<file path="config.mk">
export PLATFORM = sky130hd
export DESIGN_NAME = indexed_double_ended_queue_top
export DESIGN_NICKNAME = d
export VERILOG_FILES = /design/src/hdl/idq_pkg.sv /design/src/hdl/idq_cell.sv /design/src/hdl/idq_chain.sv /design/src/hdl/indexed_double_ended_queue_top.sv
export VERILOG_INCLUDE_DIRS = /design/src /design/src/hdl
export SDC_FILE = /design/constraint.sdc
export NUM_CORES = 1
export LEC_CHECK = 0
export BUFFER_PORTS_ARGS = -buffer_cell sky130_fd_sc_hd__buf_4
export CORE_ASPECT_RATIO = 1.2
export CORE_UTILIZATION = 35
export DETAILED_ROUTE_END_ITERATION = 8
export PLACE_DENSITY_LB_ADDON = 0.12
export SYNTH_ARGS = -nofsm -noshare
export SYNTH_HDL_FRONTEND = slang
export SYNTH_SLANG_ARGS = --single-unit
</file>
<file path="constraint.sdc">
create_clock -name aclk -period 7.7 [get_ports aclk]
set_clock_uncertainty 0.1 [all_clocks]
set_input_delay 1.54 -clock aclk [delete_from_list [all_inputs] [get_ports aclk]]
set_output_delay 1.54 -clock aclk [all_outputs]
set_load 0.005 [all_outputs]
</file>
<file path="src/hdl/indexed_double_ended_queue_top_defines.svh">
// Assertion macros for the indexed double-ended queue.
`ifndef INDEXED_DOUBLE_ENDED_QUEUE_TOP_DEFINES_SVH
`define INDEXED_DOUBLE_ENDED_QUEUE_TOP_DEFINES_SVH

`ifndef SYNTHESIS
// Property must hold at every clock edge outside reset.
`define IDQ_ASSERT(lbl, clk, rstn, prop) \
    lbl: assert property (@(posedge clk) disable iff (!rstn) (prop)) \
        else $error("idq: property violated");
// Condition must never be seen outside reset.
`define IDQ_ASSERT_NEVER(lbl, clk, rstn, cond) \
    lbl: assert property (@(posedge clk) disable iff (!rstn) !(cond)) \
        else $error("idq: forbidden condition seen");
`else
`define IDQ_ASSERT(lbl, clk, rstn, prop)
`define IDQ_ASSERT_NEVER(lbl, clk, rstn, cond)
`endif

`endif

</file>
<file path="src/hdl/idq_pkg.sv">
// Shared types and constants for the indexed double-ended queue.
`timescale 1ns / 1ps

package idq_pkg;

    // Beat field widths
    localparam int CMD_W     = 3;
    localparam int VALUE_W   = 32;
    localparam int POS_W     = 4;
    localparam int READ_W    = 32;
    localparam int STATUS_W  = 2;
    localparam int TOTAL_W   = 5;
    localparam int S_TDATA_W = 40;
    localparam int M_TDATA_W = 40;

    typedef enum logic [CMD_W-1:0] {
        CMD_PUSH_FRONT  = 3'd0,
        CMD_PUSH_BACK   = 3'd1,
        CMD_POP_FRONT   = 3'd2,
        CMD_POP_BACK    = 3'd3,
        CMD_READ_FRONT  = 3'd4,
        CMD_READ_BACK   = 3'd5,
        CMD_WRITE_FRONT = 3'd6,
        CMD_CLEAR       = 3'd7
    } cmd_t;

    typedef enum logic [STATUS_W-1:0] {
        ST_OK    = 2'd0,
        ST_RANGE = 2'd1,
        ST_FULL  = 2'd2
    } status_t;

    typedef enum logic [1:0] {
        S_IDLE,
        S_GATHER,
        S_APPLY
    } state_t;

    // Broadcast control for every cell of the chain
    typedef struct packed {
        logic push_front;  // every cell takes its front-side neighbour
        logic pop_front;   // every cell takes its back-side neighbour
        logic wr_en;       // addressed cell takes the write word
    } cell_ctl_t;

endpackage

</file>
<file path="src/hdl/idq_cell.sv">
// One storage cell of the queue chain.
`timescale 1ns / 1ps

module idq_cell #(
    parameter int DATA_WIDTH = 32,
    parameter int ADDR_W     = 4,
    parameter int IDX        = 0
) (
    input  logic                  aclk,
    input  idq_pkg::cell_ctl_t    ctl,
    input  logic [ADDR_W-1:0]     wr_addr,
    input  logic [DATA_WIDTH-1:0] wr_data,
    input  logic [DATA_WIDTH-1:0] front_data,
    input  logic [DATA_WIDTH-1:0] back_data,
    output logic [DATA_WIDTH-1:0] data_q
);

    localparam logic [ADDR_W-1:0] MY_ADDR = ADDR_W'(IDX);

    logic [DATA_WIDTH-1:0] data_reg;

    // Shift towards the back, shift towards the front, or local write
    always_ff @(posedge aclk) begin
        if (ctl.push_front) begin
            data_reg <= front_data;
        end else if (ctl.pop_front) begin
            data_reg <= back_data;
        end else if (ctl.wr_en && (wr_addr == MY_ADDR)) begin
            data_reg <= wr_data;
        end
    end

    assign data_q = data_reg;

endmodule

</file>
<file path="src/hdl/idq_chain.sv">
// Row of queue cells with a two-level registered read-out.
`timescale 1ns / 1ps

module idq_chain #(
    parameter int DATA_WIDTH = 32,
    parameter int DEPTH      = 16
) (
    input  logic                     aclk,
    input  idq_pkg::cell_ctl_t       ctl,
    input  logic [$clog2(DEPTH)-1:0] wr_addr,
    input  logic [DATA_WIDTH-1:0]    wr_data,
    input  logic                     gather_en,
    input  logic [$clog2(DEPTH)-1:0] rd_addr,
    output logic [DATA_WIDTH-1:0]    rd_data
);

    localparam int ADDR_W = $clog2(DEPTH);
    localparam int LOW_W  = (ADDR_W < 4) ? ADDR_W : 4;
    localparam int GRP    = 1 << LOW_W;
    localparam int HIGH_W = (ADDR_W > LOW_W) ? (ADDR_W - LOW_W) : 1;
    localparam int NSLOT  = 1 << HIGH_W;

    logic [DATA_WIDTH-1:0] cell_q     [DEPTH];
    logic [DATA_WIDTH-1:0] front_w    [DEPTH];
    logic [DATA_WIDTH-1:0] back_w     [DEPTH];
    logic [DATA_WIDTH-1:0] grp_sel    [NSLOT];
    logic [DATA_WIDTH-1:0] grp_reg    [NSLOT];
    logic [LOW_W-1:0]      rd_lo;
    logic [HIGH_W-1:0]     rd_hi;
    logic [HIGH_W-1:0]     hi_reg;

    // Cells, each wired to its two neighbours; the front end takes the push word
    for (genvar i = 0; i < DEPTH; i++) begin : g_cell
        if (i == 0) begin : g_head
            assign front_w[i] = wr_data;
        end else begin : g_body
            assign front_w[i] = cell_q[i-1];
        end
        if (i == DEPTH - 1) begin : g_tail
            assign back_w[i] = cell_q[i];
        end else begin : g_inner
            assign back_w[i] = cell_q[i+1];
        end

        idq_cell #(
            .DATA_WIDTH (DATA_WIDTH),
            .ADDR_W     (ADDR_W),
            .IDX        (i)
        ) u_cell (
            .aclk       (aclk),
            .ctl        (ctl),
            .wr_addr    (wr_addr),
            .wr_data    (wr_data),
            .front_data (front_w[i]),
            .back_data  (back_w[i]),
            .data_q     (cell_q[i])
        );
    end

    // Split read address into cell-in-group and group parts
    assign rd_lo = rd_addr[LOW_W-1:0];
    if (ADDR_W > LOW_W) begin : g_hi
        assign rd_hi = rd_addr[ADDR_W-1:LOW_W];
    end else begin : g_nohi
        assign rd_hi = 1'b0;
    end

    // First level: one cell out of each group of up to sixteen
    always_comb begin
        for (int g = 0; g < NSLOT; g++) begin
            grp_sel[g] = '0;
            for (int k = 0; k < GRP; k++) begin
                if (((g * GRP + k) < DEPTH) && (rd_lo == LOW_W'(k))) begin
                    grp_sel[g] = cell_q[(g * GRP + k) % DEPTH];
                end
            end
        end
    end

    always_ff @(posedge aclk) begin
        if (gather_en) begin
            for (int g = 0; g < NSLOT; g++) begin
                grp_reg[g] <= grp_sel[g];
            end
            hi_reg <= rd_hi;
        end
    end

    // Second level: pick the group
    assign rd_data = grp_reg[hi_reg];

endmodule

</file>
<file path="src/hdl/indexed_double_ended_queue_top.sv">
// Top level of the indexed double-ended queue.
`timescale 1ns / 1ps
`include "indexed_double_ended_queue_top_defines.svh"

// Bounded double-ended queue of DEPTH words held in a row of shifting cells;
// the front entry always sits in the first cell.
// Command channel (s_): one beat is one command - push/pop at either end,
// read at a position from either end, write at a position from the front,
// or clear. Result channel (m_): one beat per command with the read word,
// a status code and the number of entries held afterwards.
// Each command passes through accept, a gather cycle that latches one
// cell per group of up to sixteen, and an apply cycle that picks the group,
// updates the cells and count and loads the result register. The result
// beat is valid once the apply cycle has loaded that register; the block
// takes no new command until the apply cycle of the last one has fired.
// A result waits in the output register while the receiver stalls; the next
// command is still accepted and held in its apply cycle until that slot frees.
// Reset empties the queue and drops any pending result; stored words are
// left as they were and only become readable again once rewritten.
module indexed_double_ended_queue_top #(
    parameter int DEPTH      = 16,
    parameter int DATA_WIDTH = 32
) (
    input  logic        aclk,
    input  logic        aresetn,
    input  logic        s_tvalid,
    output logic        s_tready,
    input  logic [39:0] s_tdata,   // value [31:0], position [35:32], zero pad
    input  logic [2:0]  s_tuser,   // command [2:0]
    output logic        m_tvalid,
    input  logic        m_tready,
    output logic [39:0] m_tdata,   // read_value [31:0], entry_total [36:32], zero pad
    output logic [1:0]  m_tuser    // status [1:0]
);

    localparam int ADDR_W = $clog2(DEPTH);
    localparam int CNT_W  = $clog2(DEPTH + 1);
    localparam int EXT_W  = CNT_W + 4;

    idq_pkg::state_t    state_reg, state_next;
    idq_pkg::cmd_t      cmd_reg;
    logic [31:0]        value_reg;
    logic [3:0]         pos_reg;
    logic [CNT_W-1:0]   count_reg, count_next;

    logic               m_valid_reg;
    logic [31:0]        out_read_reg;
    idq_pkg::status_t   out_status_reg;
    logic [4:0]         out_total_reg;

    logic               s_accept;
    logic               gather_en;
    logic               apply_fire;

    logic [EXT_W-1:0]   count_ext, pos_ext, back_ext, back_pos_ext;
    logic               is_full, is_empty, in_range;
    logic [ADDR_W-1:0]  rd_addr, wr_addr;
    logic [DATA_WIDTH+31:0] val_ext;
    logic [DATA_WIDTH-1:0]  wr_data, pick_data;
    logic [DATA_WIDTH+31:0] read_ext;
    logic [CNT_W+4:0]   total_ext;
    idq_pkg::cell_ctl_t op_ctl, cell_ctl;
    idq_pkg::status_t   status_c;
    logic               take_read;
    logic [31:0]        read_word;

    // Control state
    always_ff @(posedge aclk) begin
        if (!aresetn) begin
            state_reg <= idq_pkg::S_IDLE;
        end else begin
            state_reg <= state_next;
        end
    end

    always_comb begin
        state_next = state_reg;
        case (state_reg)
            idq_pkg::S_IDLE:   if (s_tvalid) state_next = idq_pkg::S_GATHER;
            idq_pkg::S_GATHER: state_next = idq_pkg::S_APPLY;
            idq_pkg::S_APPLY:  if (apply_fire) state_next = idq_pkg::S_IDLE;
            default:           state_next = idq_pkg::S_IDLE;
        endcase
    end

    always_comb begin
        s_tready   = (state_reg == idq_pkg::S_IDLE);
        gather_en  = (state_reg == idq_pkg::S_GATHER);
        apply_fire = (state_reg == idq_pkg::S_APPLY) && (!m_valid_reg || m_tready);
    end

    assign s_accept = s_tvalid && s_tready;

    // Command capture
    always_ff @(posedge aclk) begin
        if (s_accept) begin
            cmd_reg   <= idq_pkg::cmd_t'(s_tuser);
            value_reg <= s_tdata[31:0];
            pos_reg   <= s_tdata[35:32];
        end
    end

    // Ranges and addresses
    assign count_ext    = {4'd0, count_reg};
    assign pos_ext      = {{CNT_W{1'b0}}, pos_reg};
    assign back_ext     = count_ext - EXT_W'(1);
    assign back_pos_ext = back_ext - pos_ext;
    assign is_full      = (count_reg == CNT_W'(DEPTH));
    assign is_empty     = (count_reg == '0);
    assign in_range     = (pos_ext < count_ext);

    always_comb begin
        case (cmd_reg)
            idq_pkg::CMD_POP_BACK:   rd_addr = back_ext[ADDR_W-1:0];
            idq_pkg::CMD_READ_FRONT: rd_addr = pos_ext[ADDR_W-1:0];
            idq_pkg::CMD_READ_BACK:  rd_addr = back_pos_ext[ADDR_W-1:0];
            default:                 rd_addr = '0;
        endcase
    end

    assign val_ext = {{DATA_WIDTH{1'b0}}, value_reg};
    assign wr_data = val_ext[DATA_WIDTH-1:0];

    // Command decode: status, cell control and new count
    always_comb begin
        status_c   = idq_pkg::ST_OK;
        take_read  = 1'b0;
        op_ctl     = '0;
        wr_addr    = pos_ext[ADDR_W-1:0];
        count_next = count_reg;
        case (cmd_reg)
            idq_pkg::CMD_PUSH_FRONT: begin
                if (is_full) begin
                    status_c = idq_pkg::ST_FULL;
                end else begin
                    op_ctl.push_front = 1'b1;
                    count_next        = count_reg + CNT_W'(1);
                end
            end
            idq_pkg::CMD_PUSH_BACK: begin
                if (is_full) begin
                    status_c = idq_pkg::ST_FULL;
                end else begin
                    op_ctl.wr_en = 1'b1;
                    wr_addr      = count_ext[ADDR_W-1:0];
                    count_next   = count_reg + CNT_W'(1);
                end
            end
            idq_pkg::CMD_POP_FRONT: begin
                if (is_empty) begin
                    status_c = idq_pkg::ST_RANGE;
                end else begin
                    take_read        = 1'b1;
                    op_ctl.pop_front = 1'b1;
                    count_next       = count_reg - CNT_W'(1);
                end
            end
            idq_pkg::CMD_POP_BACK: begin
                if (is_empty) begin
                    status_c = idq_pkg::ST_RANGE;
                end else begin
                    take_read  = 1'b1;
                    count_next = count_reg - CNT_W'(1);
                end
            end
            idq_pkg::CMD_READ_FRONT, idq_pkg::CMD_READ_BACK: begin
                if (!in_range) begin
                    status_c = idq_pkg::ST_RANGE;
                end else begin
                    take_read = 1'b1;
                end
            end
            idq_pkg::CMD_WRITE_FRONT: begin
                if (!in_range) begin
                    status_c = idq_pkg::ST_RANGE;
                end else begin
                    op_ctl.wr_en = 1'b1;
                end
            end
            idq_pkg::CMD_CLEAR: begin
                count_next = '0;
            end
            default: begin
                count_next = count_reg;
            end
        endcase
    end

    assign cell_ctl = apply_fire ? op_ctl : '0;

    // Cell row
    idq_chain #(
        .DATA_WIDTH (DATA_WIDTH),
        .DEPTH      (DEPTH)
    ) u_chain (
        .aclk      (aclk),
        .ctl       (cell_ctl),
        .wr_addr   (wr_addr),
        .wr_data   (wr_data),
        .gather_en (gather_en),
        .rd_addr   (rd_addr),
        .rd_data   (pick_data)
    );

    assign read_ext  = {32'd0, pick_data};
    assign read_word = take_read ? read_ext[31:0] : 32'd0;
    assign total_ext = {5'd0, count_next};

    // Entry count
    always_ff @(posedge aclk) begin
        if (!aresetn) begin
            count_reg <= '0;
        end else if (apply_fire) begin
            count_reg <= count_next;
        end
    end

    // Result register
    always_ff @(posedge aclk) begin
        if (!aresetn) begin
            m_valid_reg <= 1'b0;
        end else if (apply_fire) begin
            m_valid_reg <= 1'b1;
        end else if (m_tready) begin
            m_valid_reg <= 1'b0;
        end
    end

    always_ff @(posedge aclk) begin
        if (apply_fire) begin
            out_read_reg   <= read_word;
            out_status_reg <= status_c;
            out_total_reg  <= total_ext[4:0];
        end
    end

    assign m_tvalid = m_valid_reg;
    assign m_tdata  = {3'd0, out_total_reg, out_read_reg};
    assign m_tuser  = out_status_reg;

    // Checks
    `IDQ_ASSERT_NEVER(a_count_bound, aclk, aresetn, count_reg > CNT_W'(DEPTH))
    `IDQ_ASSERT(a_count_hold, aclk, aresetn, !apply_fire |=> $stable(count_reg))
    `IDQ_ASSERT(a_result_load, aclk, aresetn, apply_fire |=> m_tvalid)
    `IDQ_ASSERT(a_full_no_data, aclk, aresetn, (m_tvalid && (m_tuser == idq_pkg::ST_FULL)) |-> (m_tdata[31:0] == 32'd0))

endmodule

</file>
== Word level (Yosys, flattened, before mapping) ==
Memories as Yosys holds them, arrays and structs flattened. A register that Yosys moved wholly into a read port is not among the register bits.
Cells that the tools add are included.

* Register bits after elaboration: 566
* Memory bits (writable): 64
* Bits of input ports: 47
* Output and inout port bits: 44
* Word-level logic and storage cells: 211
* Memories: 1

* $add $sub $neg: 4
* Order comparisons: 1
* Equal/unequal tests: 43
* Mux-type cells: 89
* Reductions and logical operators: 49

{| class="wikitable"
|+ Memories
! name !! words !! bits a word !! read ports !! clocked after memory_dff !! wr ports !! line !! text
|-
| u_chain.grp_reg || 2 || 32 || 1 || 1 || 2 || idq_chain.sv:27 || <nowiki>logic [DATA_WIDTH-1:0] grp_reg [NSLOT];</nowiki>
|}

{| class="wikitable"
|+ Operator list
! cell !! count
|-
| 32-bit two-way mux || 64
|-
| 4-bit == test, second input constant || 16
|-
| 3-bit nonzero test || 15
|-
| 4-bit by 3-bit == test with 1-bit output, second input constant || 8
|-
| 1-bit logical AND || 18
|-
| 4-bit by 2-bit == test with 1-bit output, second input constant || 4
|-
| 5-bit case mux with 3 select lines || 1
|-
| 3-bit == test, second input constant || 4
|-
| 2-bit case mux with 3 select lines || 2
|-
| 4-bit case mux with 3 select lines || 1
|-
| 1-bit two-way mux || 11
|-
| 5-bit two-way mux || 2
|-
| 4-bit by 1-bit == test with 1-bit output, second input constant || 2
|-
| 4-bit zero test || 2
|-
| 4-bit two-way mux || 2
|-
| 3-bit by 2-bit == test with 1-bit output, second input constant || 2
|-
| 2-bit two-way mux || 3
|-
| 2-bit OR reduction || 3
|-
| 5-bit by 1-bit adder with 5-bit output, second input constant || 1
|-
| 5-bit == test, second input constant || 1
|-
| 5-bit zero test || 1
|-
| 4-bit by 5-bit less-than comparator with 1-bit output || 1
|-
| 5-bit by 1-bit subtractor with 5-bit output, second input constant || 1
|-
| 2-bit inequality test, second input constant || 2
|-
| 15 further kinds || 19
|}

== Depth between registers and ports, before layout ==
* Depth after elaboration: 20
* Mapped depth: 16
* Gate-level depth less buffers: 12

== Cells and area by module ==
Synthesis repeated with hierarchy kept, for this count alone.

* Cells, all modules: 3,319
* Area total of the unflattened synthesis: 37,074.3 µm²

{| class="wikitable"
|+ By module, submodules not included
! module !! instances !! cells an instance !! area an instance (µm²)
|-
| idq_cell (u_chain.g_cell[10].u_cell ...) || 5 || 142 || 1,684.1
|-
| idq_chain || 1 || 794 || 6,472.5
|-
| idq_cell (u_chain.g_cell[11].u_cell ...) || 3 || 141 || 1,685.4
|-
| idq_cell (u_chain.g_cell[0].u_cell ...) || 3 || 141 || 1,681.6
|-
| indexed_double_ended_queue_top || 1 || 262 || 3,666.0
|-
| idq_cell (u_chain.g_cell[1].u_cell ...) || 2 || 141 || 1,684.1
|-
| idq_cell (u_chain.g_cell[13].u_cell ...) || 2 || 142 || 1,681.6
|-
| idq_cell (u_chain.g_cell[15].u_cell) || 1 || 141 || 1,682.9
|}

== Worst setup path after synthesis ==
No wires, ideal clock.

* Kind: input to register
* Start point: in m_tready
* End point: reg u_chain.g_cell[15].u_cell.data_reg[0] (enable)
* Setup time: 470 ps
* Arrival: 6,378 ps
* Data required time: 7,130 ps
* Path slack: 752 ps
* Stages on the path: 10
* Path through: nand2b_1 nor2b_1 clkbuf_1 and3_1 and3_1 clkbuf_1 clkbuf_1 clkbuf_1 clkbuf_1 o31ai_1

* Cells in the longest elaborated chain, start to end: 6
* Elaborated cells on any way between the ends: 7
* Those cells by class: eq/ne: 1; mux: 1; reduce/logical: 5

{| class="wikitable"
|+ RTL lines
! what !! line !! text
|-
| from (decl) || indexed_double_ended_queue_top.sv:31 || <nowiki>input logic m_tready,</nowiki>
|-
| 1-bit logical OR (*) || indexed_double_ended_queue_top.sv:89 || <nowiki>apply_fire = (state_reg == idq_pkg::S_APPLY) && (!m_valid_reg || m_tready);</nowiki>
|-
| 1-bit logical AND (*) || indexed_double_ended_queue_top.sv:89 ||
|-
| net apply_fire || indexed_double_ended_queue_top.sv:53 || <nowiki>logic apply_fire;</nowiki>
|-
| 3-bit two-way mux (*) || indexed_double_ended_queue_top.sv:189 || <nowiki>assign cell_ctl = apply_fire ? op_ctl : '0;</nowiki>
|-
| 1-bit logical AND || idq_cell.sv:28 || <nowiki>end else if (ctl.wr_en && (wr_addr == MY_ADDR)) begin</nowiki>
|-
| 2-bit nonzero test (no source line) || -- ||
|-
| 2-bit AND reduction (no source line) (*) || -- ||
|-
| to (signal assigned) || idq_cell.sv:25 || <nowiki>data_reg <= front_data;</nowiki>
|-
| to (signal assigned) || idq_cell.sv:27 || <nowiki>data_reg <= back_data;</nowiki>
|-
| to (signal assigned) || idq_cell.sv:29 || <nowiki>data_reg <= wr_data;</nowiki>
|-
| to (decl) || idq_cell.sv:20 || <nowiki>logic [DATA_WIDTH-1:0] data_reg;</nowiki>
|}

Mark *: on every way through the listed nets, which the timed path passes. The rest lies on a longest branch.
A chain may end at the register's enable or synchronous reset.

==> summary.md <==
| Metric | Value |
|---|---|
| CP Cell Sequence | inv_1 > ha_1 > fa_1 > and2_1 > o31a_1 > buf_4 > a21oi_2 > nor2_1 > nand2_1 > o211ai_1 > a211oi_1 > o21ai_0 |
| Core ar. | 86200 sq um |
| Cell taking the most area after synthesis | edfxtp_1 |
| Static Leak | 0.0116 uW |
| Worst r2r dst | u_chain.grp_reg[0][27]$_DFFE_PN_ |
| Die X | 271 um |
| Critical path class | register to register |
| FMAX | 0.161 GHz |
| Status | completed |
| Critical R2R Launch | count_reg[0]$_SDFFE_PN0P_ |
| Iteration-0 DRC count of the detailed router | 3583 |
| CP Buf/Inv Count | 2 |
| Critical Path Start Type | register |
| Vias in the first global route | 22800 |
| Setup WS post-layout | 1.47 ns |
| I/O Buffers | 83 |
| Placement Setup Slack | 1.73 ns |
| Max reg flops | 512 |
| Tmin final | 6.23 ns |
| Reg2Reg Depth | 12 |
| Worst hold path startpoint | u_chain.grp_reg[0][26]$_DFFE_PN_ |
| Post-CTS sizing | 0 |
| Post-CTS Setup Inserts | 0 |
| Largest net degree at the start of global routing | 229 |
| Required @ worst endpoint | 7.92 ns |
| Top Family by Delay on Critical Path | compound AO/OA/AOI/OAI gates |
| Number of detailed-route iterations in the first pass | 7 |
| Clock latency on the worst-skew pair | 0.65 ns |
| Ys flop type | edfxtp_1 |
| FP Rows | 118 |
| Synth-to-layout area growth | 14.7% |
| HP Class | register to register |
| Synth warn | 0 |
| Clock Tree Root | clkbuf_16 |
| CP max FO | 16 |
| Register area share after synthesis | 61.9% |
| Vias after detailed routing | 23900 |
| Syn Area/Cell | 13.3 sq um |
| Worst path max stage delay | 0.91 ns |
| Hold endpoint | out_read_reg[26]$_SDFFCE_PN0P_ |
| Io pins | 91 |
| DIE AREA | 88100 sq um |
| Total grt overflow | 0 |
| Antenna-violating nets left | 0 |
| Top cells by area, synth | edfxtp_1 (61%), a221o_1 (15%), nand2_1 (2.5%) |
| Post-synth EDFFs | 622 |
| FF+latch count, synth | 630 |
| Final Hold Fails | 0 |
| Routed wire length | 119000 um |
| Setup TNS | 0 ns |
| Routability cong. | 0.847 |
| CTS Buffer Depth | 3 |
| Final Slew Violations | 0 |
| Clock Pin Slew Worst Setup and Hold Paths | 0.06 ns |
| Gr usage total | 26.5% |
| Slew margin rel. | 16.4% |
| Slew @ Worst Pin | 1.25 ns |
| Count of different cell masters after synthesis | 78 |
| Initial Utilization | 35.3% |
| Reg-to-reg setup timing slack | 1.47 ns |
| Post-Synthesis Cells | 2290 |
| Mapped Area | 30400 sq um |
| First-pass GRT wire length | 170000 um |
| Period Utilization, post-route | 80.9% |
| Power Density | 229 nW/um^2 |
| Hold-fix buffers at CTS | 0 |
| Max Cap Viol | 0 |
| Hold Path Depth | 1 |
| CTS H-tree lvls | 3 |
| CTS tree | built |
| Hpwl dp | 69300 um |
| Nets | 2382 |
| RSZ-0062 raised after global routing | no |
| CP Data Arrival Time | 6.44 ns |
| Peak VDD IR | 0.155 mV |
| Slowest CP cell | nand2_1 |
| CTS Sinks | 630 |
| Vias per inst | 6.80 |
| Layout cells sized above 1 | 15.8% |
| Asr flop ratio synth | 0% |
| Post-synth top area share | 61.4% |
| Worst setup EP type | register |
| Setup violators final | 0 |
| Post-DR wirelength/cell | 33.9 um |
| Initial antenna violation count | 3 |
| CTS Buf Count | 71 |
| Remaining DRCs | 0 |
| Die H | 325 um |
synthesized netlist by cell type (all sizes together) (9+ instances only):
cell,number
and2,72
o32a,9
nand3,48
a31oi,9
edfxtp,622
o21ai,72
nand4,13
a222oi,19
mux2,35
buf,33
nor3,42
o211a,11
a211oi,12
o211ai,12
nand2,205
a22o,20
o2bb2ai,12
a21oi,45
nor2b,9
a221oi,36
a22oi,33
a221o,455
nor2,74
mux2i,13
o22a,10
o22ai,36
clkbuf,194
inv,16
ha,12
layout by cell type, fill, tap and decap left out, drive strengths merged, types with 10 or more instances in the layout:
cell type	synthesis	routed
a211oi	12	12
a21oi	45	45
a221o	455	455
a221oi	36	36
a222oi	19	19
a22o	20	20
a22oi	33	33
and2	72	72
buf	33	184
clkbuf	194	89
clkinv	0	29
edfxtp	622	622
ha	12	12
inv	16	17
mux2	35	35
mux2i	13	13
nand2	205	205
nand3	48	48
nand4	13	13
nor2	74	74
nor3	42	42
o211a	11	11
o211ai	12	12
o21ai	72	72
o22a	10	10
o22ai	36	36
o2bb2ai	12	12
kinds of logic after synthesis:
| group | count (synthesis) | synth area share, % |
|---|---|---|
| other cells | 1 | 0.0123 |
| mux | 48 | 1.72 |
| compound gates | 866 | 24.9 |
| simple gates | 486 | 7.54 |
| fa+ha+maj | 13 | 0.560 |
| buf+inv | 243 | 3.21 |
| xor+xnor | 3 | 0.0864 |
| flops | 630 | 61.9 |
power breakdown:
group	switching (uW)	internal, uW	leakage, uW	total, uW
Clock	1470	1890	0.00108	3370
Combinational	460	264	0.00479	724
Sequential	42.3	3840	0.00575	3880
layer usage:
metal	part of all wire (%)	track usage, %
met5	0	0
met4	4.2	11.6
met3	9.1	3.71
met2	46	41.1
met1	41	36.9
final cells by class:
class	instances	area, sq um
Multi-Input combinational cell	1419	10900
Timing Repair Buffer	184	1420
Clock inverter	35	253
Antenna cell	2	5.00
Fill cell	8173	51300
Tap cell	1140	1430
Sequential cell	630	18800
Inverter	16	60.1
Clock buffer	89	1950
per-stage QoR:
step                      cells  total power [uW]  util, %  hold WS (ns)  instance area (sq um)
final                      3515              7970     40.5         0.414                  34900
after global routing       3513              8170     40.5         0.426                  34900
after CTS                  3513              8010     40.5         0.415                  34900
after detailed placement   3389              4660     37.9         0.403                  32700
after global placement     3389              4650     37.9         0.402                  32700
after floorplan            2292              4350        -         0.397                  30400
worst max path at each step:
stage / from / to / cells after the start
floorplan: m_tready / u_chain.g_cell[15].u_cell.data_q[0]$_DFFE_PP_ / 10
global placement: count_reg[0]$_SDFFE_PN0P_ / u_chain.grp_reg[0][27]$_DFFE_PN_ / 12
detailed placement: count_reg[0]$_SDFFE_PN0P_ / u_chain.grp_reg[0][20]$_DFFE_PN_ / 14
CTS: count_reg[0]$_SDFFE_PN0P_ / u_chain.grp_reg[0][20]$_DFFE_PN_ / 14
global route: count_reg[0]$_SDFFE_PN0P_ / u_chain.grp_reg[0][25]$_DFFE_PN_ / 14
finish: count_reg[0]$_SDFFE_PN0P_ / u_chain.grp_reg[0][27]$_DFFE_PN_ / 12
Power figures use the tool's default switching activity.
